<file path="src/rtl/gml_pkg.sv">
// Package: shared types, constants and codes of the glyph metrics loader.
package gml_pkg;

	localparam int unsigned MAX_GLYPHS_DEF = 1024;

	localparam logic [1:0] MODE_START  = 2'd0;
	localparam logic [1:0] MODE_WORD   = 2'd1;
	localparam logic [1:0] MODE_LOOKUP = 2'd2;

	localparam logic [2:0] ST_TAKEN    = 3'd0;
	localparam logic [2:0] ST_LOADED   = 3'd1;
	localparam logic [2:0] ST_FOUND    = 3'd2;
	localparam logic [2:0] ST_MISSING  = 3'd3;
	localparam logic [2:0] ST_IGNORED  = 3'd4;

	localparam logic [1:0] PH_IDLE    = 2'd0;
	localparam logic [1:0] PH_HEADER  = 2'd1;
	localparam logic [1:0] PH_RECORDS = 2'd2;
	localparam logic [1:0] PH_LOADED  = 2'd3;

	localparam logic [7:0] CODE_SPACE = 8'h20;
	localparam logic [7:0] CODE_NBSP  = 8'hA0;
	localparam logic [31:0] HDR_BYTES = 32'd24;
	localparam logic [31:0] REC_BYTES = 32'd28;

	// metrics entry: height, width, advance, dy, dx from bit 0 up
	localparam int unsigned MET_W = 48;

	typedef struct packed {
		logic       word_go;
		logic       scan_start;
		logic       scan_step;
		logic       out_load;
		logic [1:0] out_kind;
	} ctrl_t;

	localparam logic [1:0] OK_WORD = 2'd0;
	localparam logic [1:0] OK_FOUND = 2'd1;
	localparam logic [1:0] OK_MISS = 2'd2;

	typedef struct packed {
		logic scan_last;
		logic scan_hit;
		logic scan_empty;
	} stat_t;

endpackage

</file>
<file path="src/rtl/gml_ctrl.sv">
// Controller: sequences file words and table scans for lookups.
module gml_ctrl (
	input  logic          clk,
	input  logic          arst_n,
	input  logic          in_fire,
	input  logic [1:0]    in_mode,
	input  logic          out_free,
	input  gml_pkg::stat_t stat,
	output gml_pkg::ctrl_t ctrl,
	output logic          busy
);
	typedef enum logic [3:0] {
		S_IDLE  = 4'b0001,
		S_READ  = 4'b0010,
		S_CHECK = 4'b0100,
		S_EMIT  = 4'b1000
	} state_t;

	state_t state_q;
	logic [1:0] kind_q;

	always_ff @(posedge clk or negedge arst_n) begin
		if (!arst_n) begin
			state_q <= S_IDLE;
			kind_q <= gml_pkg::OK_WORD;
		end else begin
			case (state_q)
				S_IDLE: begin
					if (in_fire && in_mode == gml_pkg::MODE_LOOKUP) begin
						state_q <= S_READ;
					end
				end
				S_READ: begin
					if (stat.scan_empty) begin
						kind_q <= gml_pkg::OK_MISS;
						state_q <= S_EMIT;
					end else begin
						state_q <= S_CHECK;
					end
				end
				S_CHECK: begin
					if (stat.scan_hit) begin
						kind_q <= gml_pkg::OK_FOUND;
						state_q <= S_EMIT;
					end else if (stat.scan_last) begin
						kind_q <= gml_pkg::OK_MISS;
						state_q <= S_EMIT;
					end
				end
				S_EMIT: begin
					if (out_free) begin
						state_q <= S_IDLE;
					end
				end
				default: state_q <= S_IDLE;
			endcase
		end
	end

	always_comb begin
		ctrl = '0;
		ctrl.word_go = (state_q == S_IDLE) && in_fire && in_mode != gml_pkg::MODE_LOOKUP;
		ctrl.scan_start = (state_q == S_IDLE) && in_fire && in_mode == gml_pkg::MODE_LOOKUP;
		ctrl.scan_step = (state_q == S_CHECK) && !stat.scan_hit && !stat.scan_last;
		ctrl.out_load = ctrl.word_go || ((state_q == S_EMIT) && out_free);
		ctrl.out_kind = ctrl.word_go ? gml_pkg::OK_WORD : kind_q;
	end

	assign busy = (state_q != S_IDLE);
endmodule

</file>
<file path="config.mk">
export PLATFORM = sky130hd
export DESIGN_NAME = gml_ctrl
export DESIGN_NICKNAME = d
export VERILOG_FILES = /design/src/rtl/gml_pkg.sv /design/src/rtl/gml_ctrl.sv
export SDC_FILE = /design/constraint.sdc
export NUM_CORES = 1
export LEC_CHECK = 0
export ABC_AREA = 1
export ABC_CLOCK_PERIOD_IN_PS = 1200
export BUFFER_PORTS_ARGS = -buffer_cell sky130_fd_sc_hd__buf_4
export CAP_MARGIN = 20
export CORE_UTILIZATION = 30
export DETAILED_ROUTE_END_ITERATION = 6
export PLACE_DENSITY = 0.5
export SLEW_MARGIN = 30
export SYNTH_ARGS = -nofsm -noshare
export SYNTH_HDL_FRONTEND = slang
export SYNTH_SLANG_ARGS = --single-unit
</file>
<file path="constraint.sdc">
create_clock -name clk -period 1.2 [get_ports clk]
set_input_delay 0.24 -clock clk [delete_from_list [all_inputs] [get_ports clk]]
set_output_delay 0.24 -clock clk [all_outputs]
set_load 0.01 [all_outputs]
</file>
## Word-level counts from Yosys, hierarchy flattened

Index checks and enable logic that the tools add are counted.

| cells by class | value |
|---|---|
| equal/unequal tests | 11 |
| muxes and demuxes | 11 |
| reduce and logical (&&, ||, !) cells | 13 |

Operators by type and width:

| cell | number |
|---|---|
| 4-bit two-way mux | 5 |
| 4-bit case mux with 4 select lines | 1 |
| 2-bit two-way mux | 4 |
| 2-bit inequality test, second input constant | 4 |
| 1-bit logical AND | 7 |
| 3-bit AND reduction | 2 |
| 4-bit by 1-bit == test with 1-bit output, second input constant | 1 |
| 4-bit by 2-bit == test with 1-bit output, second input constant | 1 |
| 4-bit by 3-bit == test with 1-bit output, second input constant | 1 |
| 4-bit == test, second input constant | 1 |
| 4-bit by 1-bit inequality test with 1-bit output, second input constant | 1 |
| 2-bit case mux with 2 select lines | 1 |
| 3-bit inequality test, second input constant | 1 |
| 2-bit == test, second input constant | 1 |
| 1-bit zero test | 2 |
| 2-bit nonzero test | 1 |
| 1-bit logical OR | 1 |

| word-level totals | value |
|---|---|
| bits in registers | 6 |
| output and inout bits | 7 |
| word-level logic and storage cells | 37 |

## Logic depth before layout (Yosys ltp)

Gate-level depths: netlist of run 1.

| logic depth | value |
|---|---|
| depth in word-level cells | 4 |
| mapped depth | 7 |
| mapped depth without buffers | 7 |

## Least setup slack after synthesis of run 1

Ideal clock, no wire load.

| timing path | value |
|---|---|
| path kind | register -> output |
| from | reg state_q[3] |
| to | out ctrl[4] (netlist name) |
| arrival time | 978 ps |
| data required time | 960 ps |
| slack | -18 ps |
| stages on the path, launching flop included | 4 |
| cells stage by stage | dfrtp_1 > nor2_4 > nand3_4 > nor3_1 |

RTL lines:

| element | line | source |
|---|---|---|
| start, declared | gml_ctrl.sv:19 | `state_t state_q;` |
| start signal, assigned | gml_ctrl.sv:24 | `state_q <= S_IDLE;` |
| start signal, assigned | gml_ctrl.sv:30 | `state_q <= S_READ;` |
| start signal, assigned | gml_ctrl.sv:36 | `state_q <= S_EMIT;` |
| end, declared | gml_ctrl.sv:9 | `output gml_pkg::ctrl_t ctrl,` |

==> results of run 1 <==
per-layer routing:
layer / part of all wire, % / track usage, % / vias to the layer above
li1: - / - / 210
met1: 47 / 20.00 / 179
met2: 46 / 21.19 / 15
met3: 6.1 / 3.488 / 2
met4: 0.66 / 10.71 / 0
met5: 0 / 0 / -
cells in the final DEF (no fill, tap or decap), drive strengths merged:
master       count
buf             22
nand2           12
inv              9
nor2             9
nand3            8
dfrtp            5
clkbuf           4
o21ai            3
nor3             2
o21bai           1
dlygate4sd3      1
dfstp            1
synthesized netlist by cell type:
library cell  number  area, um2
nor2_2             2      12.51
nor2_1             4      15.01
nand3_1            6      30.03
nand2_2            2      12.51
nand3_2            1      10.01
o21ai_0            1      5.000
nand2_1           10      37.54
nor3_1             2      10.01
o21ai_1            1      5.000
nor2_4             3      33.78
o21ai_2            1      8.760
dfrtp_1            5      125.1
inv_2              2      7.510
inv_1              7      26.28
nand3_4            1      17.52
o21bai_1           1      7.510
dfstp_2            1      26.28
cells by family (layout without fill, tap and decap cells):
kind of cell | Yosys count | in the layout | synth area share [%]
flip-flops | 6 | 6 | 38.78
buffers and inverters | 9 | 36 | 8.656
AO/OA/AOI/OAI | 4 | 4 | 6.729
AND/OR/NAND/NOR | 31 | 31 | 45.83
cell type report:
type,instances,area (um2),share of cell area (%)
inverters,9,33.78,5.075
well taps,14,17.52,2.632
flip-flops and latches,6,153.9,23.12
clock buffers,4,26.28,3.947
repair buffers,23,193.9,29.14
multi-input cells,35,240.2,36.09
worst paths after layout:
path	endpoint	slack, ps	cells past startpoint
min in group asynchronous	state_q[3]	350	2
max in group asynchronous	state_q[0]	640	2
min reg2reg	kind_q[1]	480	2
max	ctrl[1]	-270	4
max reg2reg	state_q[0]	50	4
min	state_q[2]	200	2
flip-flops by register name (all words and copies together) (netlist names):
signal   cells
kind_q       2
state_q      4
power by group through the flow:
| stage | Clock, mW | Combinational [mW] | Sequential, mW |
|---|---|---|---|
| floorplan | 0 | 0.222 | 0.304 |
| global placement | 0 | 0.445 | 0.306 |
| detailed placement | 0 | 0.438 | 0.308 |
| CTS | 0.211 | 0.467 | 0.305 |
| global route | 0.232 | 0.518 | 0.311 |
| finish | 0.202 | 0.473 | 0.306 |
stage by stage:
stage / total power [mW] / utilization [%] / TNS [ps] / hold WS, ps
2_1_floorplan: 0.5260 / - / -46.61 / -55.59
3_3_place_gp: 0.7518 / 48.92 / -58.00 / 55.51
3_5_place_dp: 0.7456 / 48.92 / -53.77 / 53.38
4_1_cts: 0.9826 / 56.06 / -1838 / 198.5
5_1_grt: 1.061 / 57.58 / -2349 / 218.4
6_report: 0.9813 / 57.58 / -1703 / 202.3
repair_timing:
action | 4_1_cts | 5_1_grt
pin swaps | 5 | 1
gates resized for setup | 9 | 8
setup buffers | 2 | 1
setup endpoints to repair | 7 | 12
hold endpoints to repair | 6 | 0
hold buffers | 1 | 0
==> flow_summary.toml, run 1 <==
[power]
p_switching_uw = 349.0
leakage_nw = 0.3480
p_int_uw = 632.3
peakVddDrop_mv = 0.7783
switching_share_pct = 35.57
comb_power_share_pct = 48.2
power_density_nw_per_um2 = 1474
p_seq_share_pct = 31.2
p_clk_share_pct = 20.6

[clock_network]
cts-root-buf = "clkbuf_4"
clk_pin_slew_ps = 40
insertion_delay_ps = 240
htree_levels = 1
cts_tree = "done"
cts_buffers = 3
clockBufferDepth = 2
cts_sinks = 6

[floorplan]
die_w_um = 38.07
start_util_pct = 33.77
placementRows = 12
pin_count = 16
die-area_um2 = 1449
die_h_um = 38.07
coreArea_um2 = 1156

[detailed_routing]
vias = 406
wl_per_cell_um = 10.05
drtIter0Drc = 3
drcViolationCount = 0
wirelength_um = 915
drtAntennaViolNets = 0
dr.pass1.iters = 3
vias_per_cell = 4.462

[grt]
antenna_found_initial = 0
grt_usage_pct = 15.09
grt_start_max_net_pins = 7
grt_pass1_vias = 349
globalRouteOverflowTotal = 0
grt_pass1_wl_mm = 1.462

[status]
outcome = "complete, but fails checks"
violations = "negative setup slack"

[synthesis]
post_synth.cell_area_avg_um2 = 7.807
ys_seq_elements = 6
ys_warn_count = 0
seq_area_frac_synth_pct = 38.78
synthDistinctLibCells = 17
synth_cells = 50
syn_area_um2 = 390.4
synth_nets = 59

[place]
hpwl_um = 690.2
dp_cells = 85
pre_cts_slack_ps = -26.95
globalplace.congestion = 0.6917
place_area_um2 = 565.5
port_buffers = 15

[job]
maxCapViolCount = 0

[final_layout]
layout-drive-gt1-share_pct = 58.44
n_antenna_cell = 0
fin_nets = 87
stdcell_area_um2 = 665.6
fill_cells = 116
syn2layout_area_growth_pct = 70.51
fin_cells = 91

[worst_setup_path]
crit_type = "register to output port"
timing.rr.start = "state_q[0]"
cp-end-kind = "output port"
path_delay_family = "flip-flops"
path_cells = "nand3_4 > nor2_4 > nor2_1 > buf_4"
worst_path_max_delay_cell = "dfstp_2"
crit_path_max_incr_delay_ps = 580
cp.arrival_ps = 1230
path_buf_inv = 1
path_max_fanout = 5
required_ps = 960
start_kind = "register"
worstSetupStartpoint = "state_q[0]"

[worst_hold_path]
hp-class = "input port to register"
min-delay-start = "stat[0]"

[timing]
fin_ws_ps = -265.9
period_share_pct = 122.2
worstMarginPinSlew_ps = 180.9
finalSetupViolCount = 7
fin_crit_ps = 1466
max_freq_ghz = 0.6822
clock_skew_ps = 6.829
relSlewSlack_pct = 87.91
rsz0062_at_grt = "yes"
finalHoldViolations = 0
drv_slew = 0
No activity file was read; power rests on OpenSTA's default activity.
==> inputs of run 2 (changes only) <==
--- a/config.mk
+++ b/config.mk
@@ -5,13 +5,13 @@
 export SDC_FILE = /design/constraint.sdc
 export NUM_CORES = 1
 export LEC_CHECK = 0
-export ABC_AREA = 1
+export ABC_AREA = 0
 export ABC_CLOCK_PERIOD_IN_PS = 1200
 export BUFFER_PORTS_ARGS = -buffer_cell sky130_fd_sc_hd__buf_4
 export CAP_MARGIN = 20
 export CORE_UTILIZATION = 30
 export DETAILED_ROUTE_END_ITERATION = 6
-export PLACE_DENSITY = 0.5
+export PLACE_DENSITY = 0.49
 export SLEW_MARGIN = 30
 export SYNTH_ARGS = -nofsm -noshare
 export SYNTH_HDL_FRONTEND = slang
==> run 2 against run 1 <==
  * The run still ends with negative setup slack left
  * Sequential power down 30%
  * Via count increased by 14%
  * Cell area up 14%
  * Fmax fell by 14%
==> flow_summary.toml, run 2 <==
[timing]
rsz0062_at_grt = "yes"
worstMarginPinSlew_ps = 285.3
finalSetupViolCount = 12
drv_slew = 0
period_share_pct = 142.0
relSlewSlack_pct = 80.94
max_freq_ghz = 0.5869
finalHoldWorstSlack_ps = 258.1
finalHoldViolations = 0
clock_skew_ps = 4.276
fin_crit_ps = 1704
tns_ps = -4033
fin_ws_ps = -503.9

[floorplan]
placementRows = 13
die-area_um2 = 1551
die_w_um = 39.38
pin_count = 16
start_util_pct = 32.21
die_h_um = 39.38
coreArea_um2 = 1301

[detailed_routing]
drcViolationCount = 0
vias_per_cell = 5.133
wirelength_mm = 1.256
wl_per_cell_um = 13.96
drtAntennaViolNets = 0
drtIter0Drc = 10
dr.pass1.iters = 4
vias = 462

[power]
power_density_nw_per_um2 = 751.5
power_uw = 571.7
peakVddDrop_mv = 0.5556
leakage_nw = 0.3705

[final_layout]
final_cell_mix = "buf_4, buf_6, inv_1"
fin_nets = 85
top_regs = "state_q x4, kind_q x2"
regMostFlops = "state_q"
largest_reg_flops = 4
final_common_cell = "buf_4"
fill_cells = 129
layout-drive-gt1-share_pct = 65.33
syn2layout_area_growth_pct = 81.49
n_antenna_cell = 0
postLayoutCoreUtil_pct = 58.46

[synthesis]
synth.top_cell.area_share_pct = 29.85
synthArstFlopShare_pct = 100.0
synth_ff_type = "dfrtp_1"
syn_area_um2 = 419.2
ys_seq_elements = 6
yosys.area.top_type = "dfrtp_1"
synth_nets = 53
seq_area_frac_synth_pct = 36.12
synthDistinctLibCells = 25
synth_cells = 44
synth_edf_count = 0
synth.area.top_cells = "dfrtp_1, a2111oi_4, dfstp_2, inv_1, a211o_1"
ys_warn_count = 0
ys_top_cells_by_count = "dfrtp_1, inv_1, nor2_1"
post_synth.cell_area_avg_um2 = 9.526

[grt]
grt_pass1_vias = 457
grt_pass1_wl_mm = 1.911
globalRouteOverflowTotal = 0
antenna_found_initial = 0
grt_start_max_net_pins = 10
grt_usage_pct = 19.48

[worst_setup_path]
crit_type = "register to output port"
path_cells = "nor4b_4 > nand3b_1 > and2_4 > buf_6"
cp-end-kind = "output port"
path_buf_inv = 1
start_kind = "register"
crit_path_max_incr_delay_ps = 440
cp.arrival_ps = 1460
path_max_fanout = 4
path_delay_family = "simple AND/OR/NAND/NOR gates"
required_ps = 960
worst_path_max_delay_cell = "dfrtp_2"

[clock_network]
clockBufferDepth = 2
insertion_delay_ps = 250
htree_levels = 1
cts_buffers = 3
clk_pin_slew_ps = 50
cts_sinks = 6
cts_tree = "done"
cts-root-buf = "clkbuf_4"

[place]
port_buffers = 15
hpwl_um = 922.1
globalplace.congestion = 0.7948

[worst_hold_path]
hp-class = "input port to register"

[job]
maxCapViolCount = 0

[status]
outcome = "complete, but fails checks"
violations = "negative setup slack"
run 2: cell count changes after synthesis, sizes merged, moves of 4 or more:
cell | previous run | this run
and3 | 0 | 4
nor2 | 9 | 4
inv | 9 | 5
nand2 | 12 | 2
nand3 | 8 | 0
run 2: logic make-up (layout without fill, tap and decap cells):
family | after synthesis | count (layout) | synth area share, %
simple gates | 23 | 23 | 36.12
compound gates | 9 | 9 | 22.09
buf+inv | 6 | 37 | 5.671
flops | 6 | 6 | 36.12
run 2: power breakdown:
group / switching (mW) / internal (mW)
clock: 0.0835 / 0.127
sequential: 0.00565 / 0.209
combinational: 0.0583 / 0.0883
total: 0.147 / 0.424
run 2: worst register-to-register path, cell delays in order (launching register included):
cell	delay, ps
dfrtp_2	410
buf_6	130
or3b_4	410
a2111oi_4	350
a211o_1	150
run 2: path summary, 6_finish.rpt:
| kind | to | depth (start not counted) | slack, ps | start |
|---|---|---|---|---|
| setup / recovery | ctrl[0] | 4 | -500 | state_q[3] |
| hold / removal | state_q[1] | 2 | 260 | in_fire |
| setup reg to reg | kind_q[0] | 4 | -300 | state_q[3] |
| hold reg to reg | kind_q[0] | 1 | 540 | kind_q[0] |
| max in group asynchronous | state_q[0] | 2 | 660 | arst_n |
| min in group asynchronous | state_q[1] | 2 | 330 | arst_n |
run 2: final cells by class:
cell class | instances | area [um2] | area share, %
well taps | 15 | 18.77 | 2.467
clock buffers | 4 | 26.28 | 3.454
repair buffers | 28 | 242.7 | 31.91
inverters | 5 | 18.77 | 2.467
flip-flops and latches | 6 | 155.1 | 20.39
multi-input cells | 32 | 299.0 | 39.31
run 2: stage by stage:
step,setup WS [ps],area [um2],instances
detailed placement,-274.1,628.1,81
CTS,-517.0,730.7,89
finish,-503.9,760.7,90
global placement,-267.2,628.1,81
floorplan,-190.9,450.4,44
global route,-568.8,760.7,90
run 2: what timing repair did:
| action | CTS | global route |
|---|---|---|
| hold endpoints to repair | 6 | 0 |
| hold buffers | 1 | 0 |
| setup endpoints to repair | 12 | 12 |
| pin swaps | 4 | 7 |
| buffers inserted | 3 | 1 |
| gates resized for setup | 11 | 6 |
run 2: layer usage:
layer  vias up  track usage (%)  wire, um
met2        14            34.58       669
li1        222                -         -
met4         0            10.34        12
met1       224            20.69       526
met3         2            5.114        47
met5         -                0         0
==> inputs of run 3 (changes only) <==
--- a/config.mk
+++ b/config.mk
@@ -6,12 +6,14 @@
 export NUM_CORES = 1
 export LEC_CHECK = 0
 export ABC_AREA = 0
-export ABC_CLOCK_PERIOD_IN_PS = 1200
+export ABC_CLOCK_PERIOD_IN_PS = 2000
 export BUFFER_PORTS_ARGS = -buffer_cell sky130_fd_sc_hd__buf_4
 export CAP_MARGIN = 20
-export CORE_UTILIZATION = 30
+export CORE_AREA = 2 2 39 41
 export DETAILED_ROUTE_END_ITERATION = 6
-export PLACE_DENSITY = 0.49
+export DIE_AREA = 0 0 41 43
+export PLACE_DENSITY = 0.51
+export SKIP_CTS_REPAIR_TIMING = 1
 export SLEW_MARGIN = 30
 export SYNTH_ARGS = -nofsm -noshare
 export SYNTH_HDL_FRONTEND = slang
==> constraint.sdc (replaced) <==
create_clock -name clk -period 2 [get_ports clk]
set_input_delay 0.4 -clock clk [delete_from_list [all_inputs] [get_ports clk]]
set_output_delay 0.4 -clock clk [all_outputs]
set_load 0.01 [all_outputs]
==> run 3 against run 2 <==
  * Final cell count decreased by 4.4%
  * Via count decreased by 12%
  * Clock-buffer cell count did not move
  * Clock skew increased by 2.4 ps
  * The flow now finishes without violations
  * Non-clock buffer count shrank 5
  * Clock power fell by 44%
  * Highest routed layer unchanged
==> flow_summary.toml, run 3 (same netlist as run 2, synthesis figures left out) <==
[detailed_routing]
vias_per_cell = 4.721
vias = 406
wirelength_um = 933
wl_per_cell_um = 10.85
wl_met1_um = 441
met2_length_um = 439
drcViolationCount = 0
highest_layer = "met4"
met3_length_um = 41
drtIter0Drc = 7
dr.pass1.iters = 4
drtAntennaViolNets = 0

[final_layout]
fill_cells = 157
final_common_cell = "buf_4"
regMostFlops = "state_q"
fin_nets = 80
final_cell_mix = "buf_4, inv_1, dfrtp_1, nor2_1, clkbuf_4"
stdcell_area_um2 = 650.6
multi_input_area_um2 = 259.0
syn2layout_area_growth_pct = 55.22
layout-drive-gt1-share_pct = 51.43
area.sequential_um2 = 151.4
n_antenna_cell = 0
largest_reg_flops = 4
top_regs = "state_q x4, kind_q x2"

[timing]
drv_slew = 0
clock_skew_ps = 6.708
tns_ps = 0
relSlewSlack_pct = 82.91
fin_crit_ps = 1903
max_freq_ghz = 0.5256
fin_ws_ps = 97.43
finalSetupViolCount = 0
rsz0062_at_grt = "no"
finalHoldWorstSlack_ps = 425.3
period_share_pct = 95.13
worstMarginPinSlew_ps = 255.9
finalHoldViolations = 0

[clock_network]
clockBufferDepth = 2
clk_pin_slew_ps = 50
cts_buffers = 3
htree_levels = 1
insertion_delay_ps = 240
cts_sinks = 6
cts_tree = "done"
cts-root-buf = "clkbuf_4"

[worst_setup_path]
crit_path_max_incr_delay_ps = 520
reg2regPathDepth = 4
path_delay_family = "simple AND/OR/NAND/NOR gates"
cp-end-kind = "output port"
path_cells = "nor4b_4 > nand3b_1 > and2_2 > buf_4"
path_max_fanout = 4
cp.arrival_ps = 1500
r2r_slack_ps = 450
required_ps = 1600
start_kind = "register"
crit_type = "register to output port"
path_buf_inv = 1
r2r_end = "kind_q[1]"
timing.rr.start = "state_q[3]"
worst_path_max_delay_cell = "dfstp_2"

[worst_hold_path]
hold-path-cell-count = 2
min-delay-start = "in_fire"
holdPathEnd = "state_q[1]"
hp-class = "input port to register"

[floorplan]
coreArea_um2 = 1384
die-area_um2 = 1763
die_h_um = 43
pin_count = 16
placementRows = 14
start_util_pct = 30.29
die_w_um = 41

[grt]
globalRouteOverflowTotal = 0
grt_pass1_vias = 380
antenna_found_initial = 0
grt_start_max_net_pins = 10
grt_pass1_wl_mm = 1.524
grt_usage_pct = 13.27

[place]
pre_cts_slack_ps = 116.9
port_buffers = 15
hpwl_um = 743.1
place_area_um2 = 584.3
globalplace.congestion = 0.7108

[power]
power_uw = 316.8
peakVddDrop_mv = 0.2729
power_density_nw_per_um2 = 486.9
leakage_nw = 0.3379

[status]
outcome = "complete, no violations"

[job]
maxCapViolCount = 0
run 3: cell type report:
class / count / share of cell area [%]
inverter: 5 / 2.885
tap: 16 / 3.077
sequential: 6 / 23.27
timing repair buffer: 23 / 26.92
clock buffer: 4 / 4.038
multi-input combinational: 32 / 39.81
run 3: worst max-delay path by stage:
| stage | depth (start not counted) | to | start | slack [ps] |
|---|---|---|---|---|
| after floorplan | 3 | ctrl[0] | state_q[0] | 210 |
| after global placement | 4 | ctrl[0] | state_q[0] | 240 |
| after detailed placement | 4 | ctrl[0] | state_q[0] | 120 |
| after CTS | 4 | ctrl[0] | state_q[0] | -150 |
| after global routing | 4 | ctrl[1] | state_q[0] | 7 |
| final | 4 | ctrl[0] | state_q[0] | 100 |
run 3: power breakdown:
group          switching [mW]  internal (mW)  total, mW  leakage [nW]
Sequential            0.00225          0.125      0.128        0.0748
Clock                  0.0429         0.0755      0.118        0.0150
Combinational          0.0291         0.0416     0.0707         0.248
run 3: metrics by stage:
step	instances	util [%]
final	86	47.02
after global routing	86	47.02
after CTS	83	44.12
after detailed placement	79	42.22
after global placement	79	42.22
after floorplan	44	-
run 3: layer usage:
metal	up-vias	GRT usage, %
met1	181	17.22
met4	0	12.00
met3	2	1.571
met5	-	0
li1	213	-
met2	10	18.13
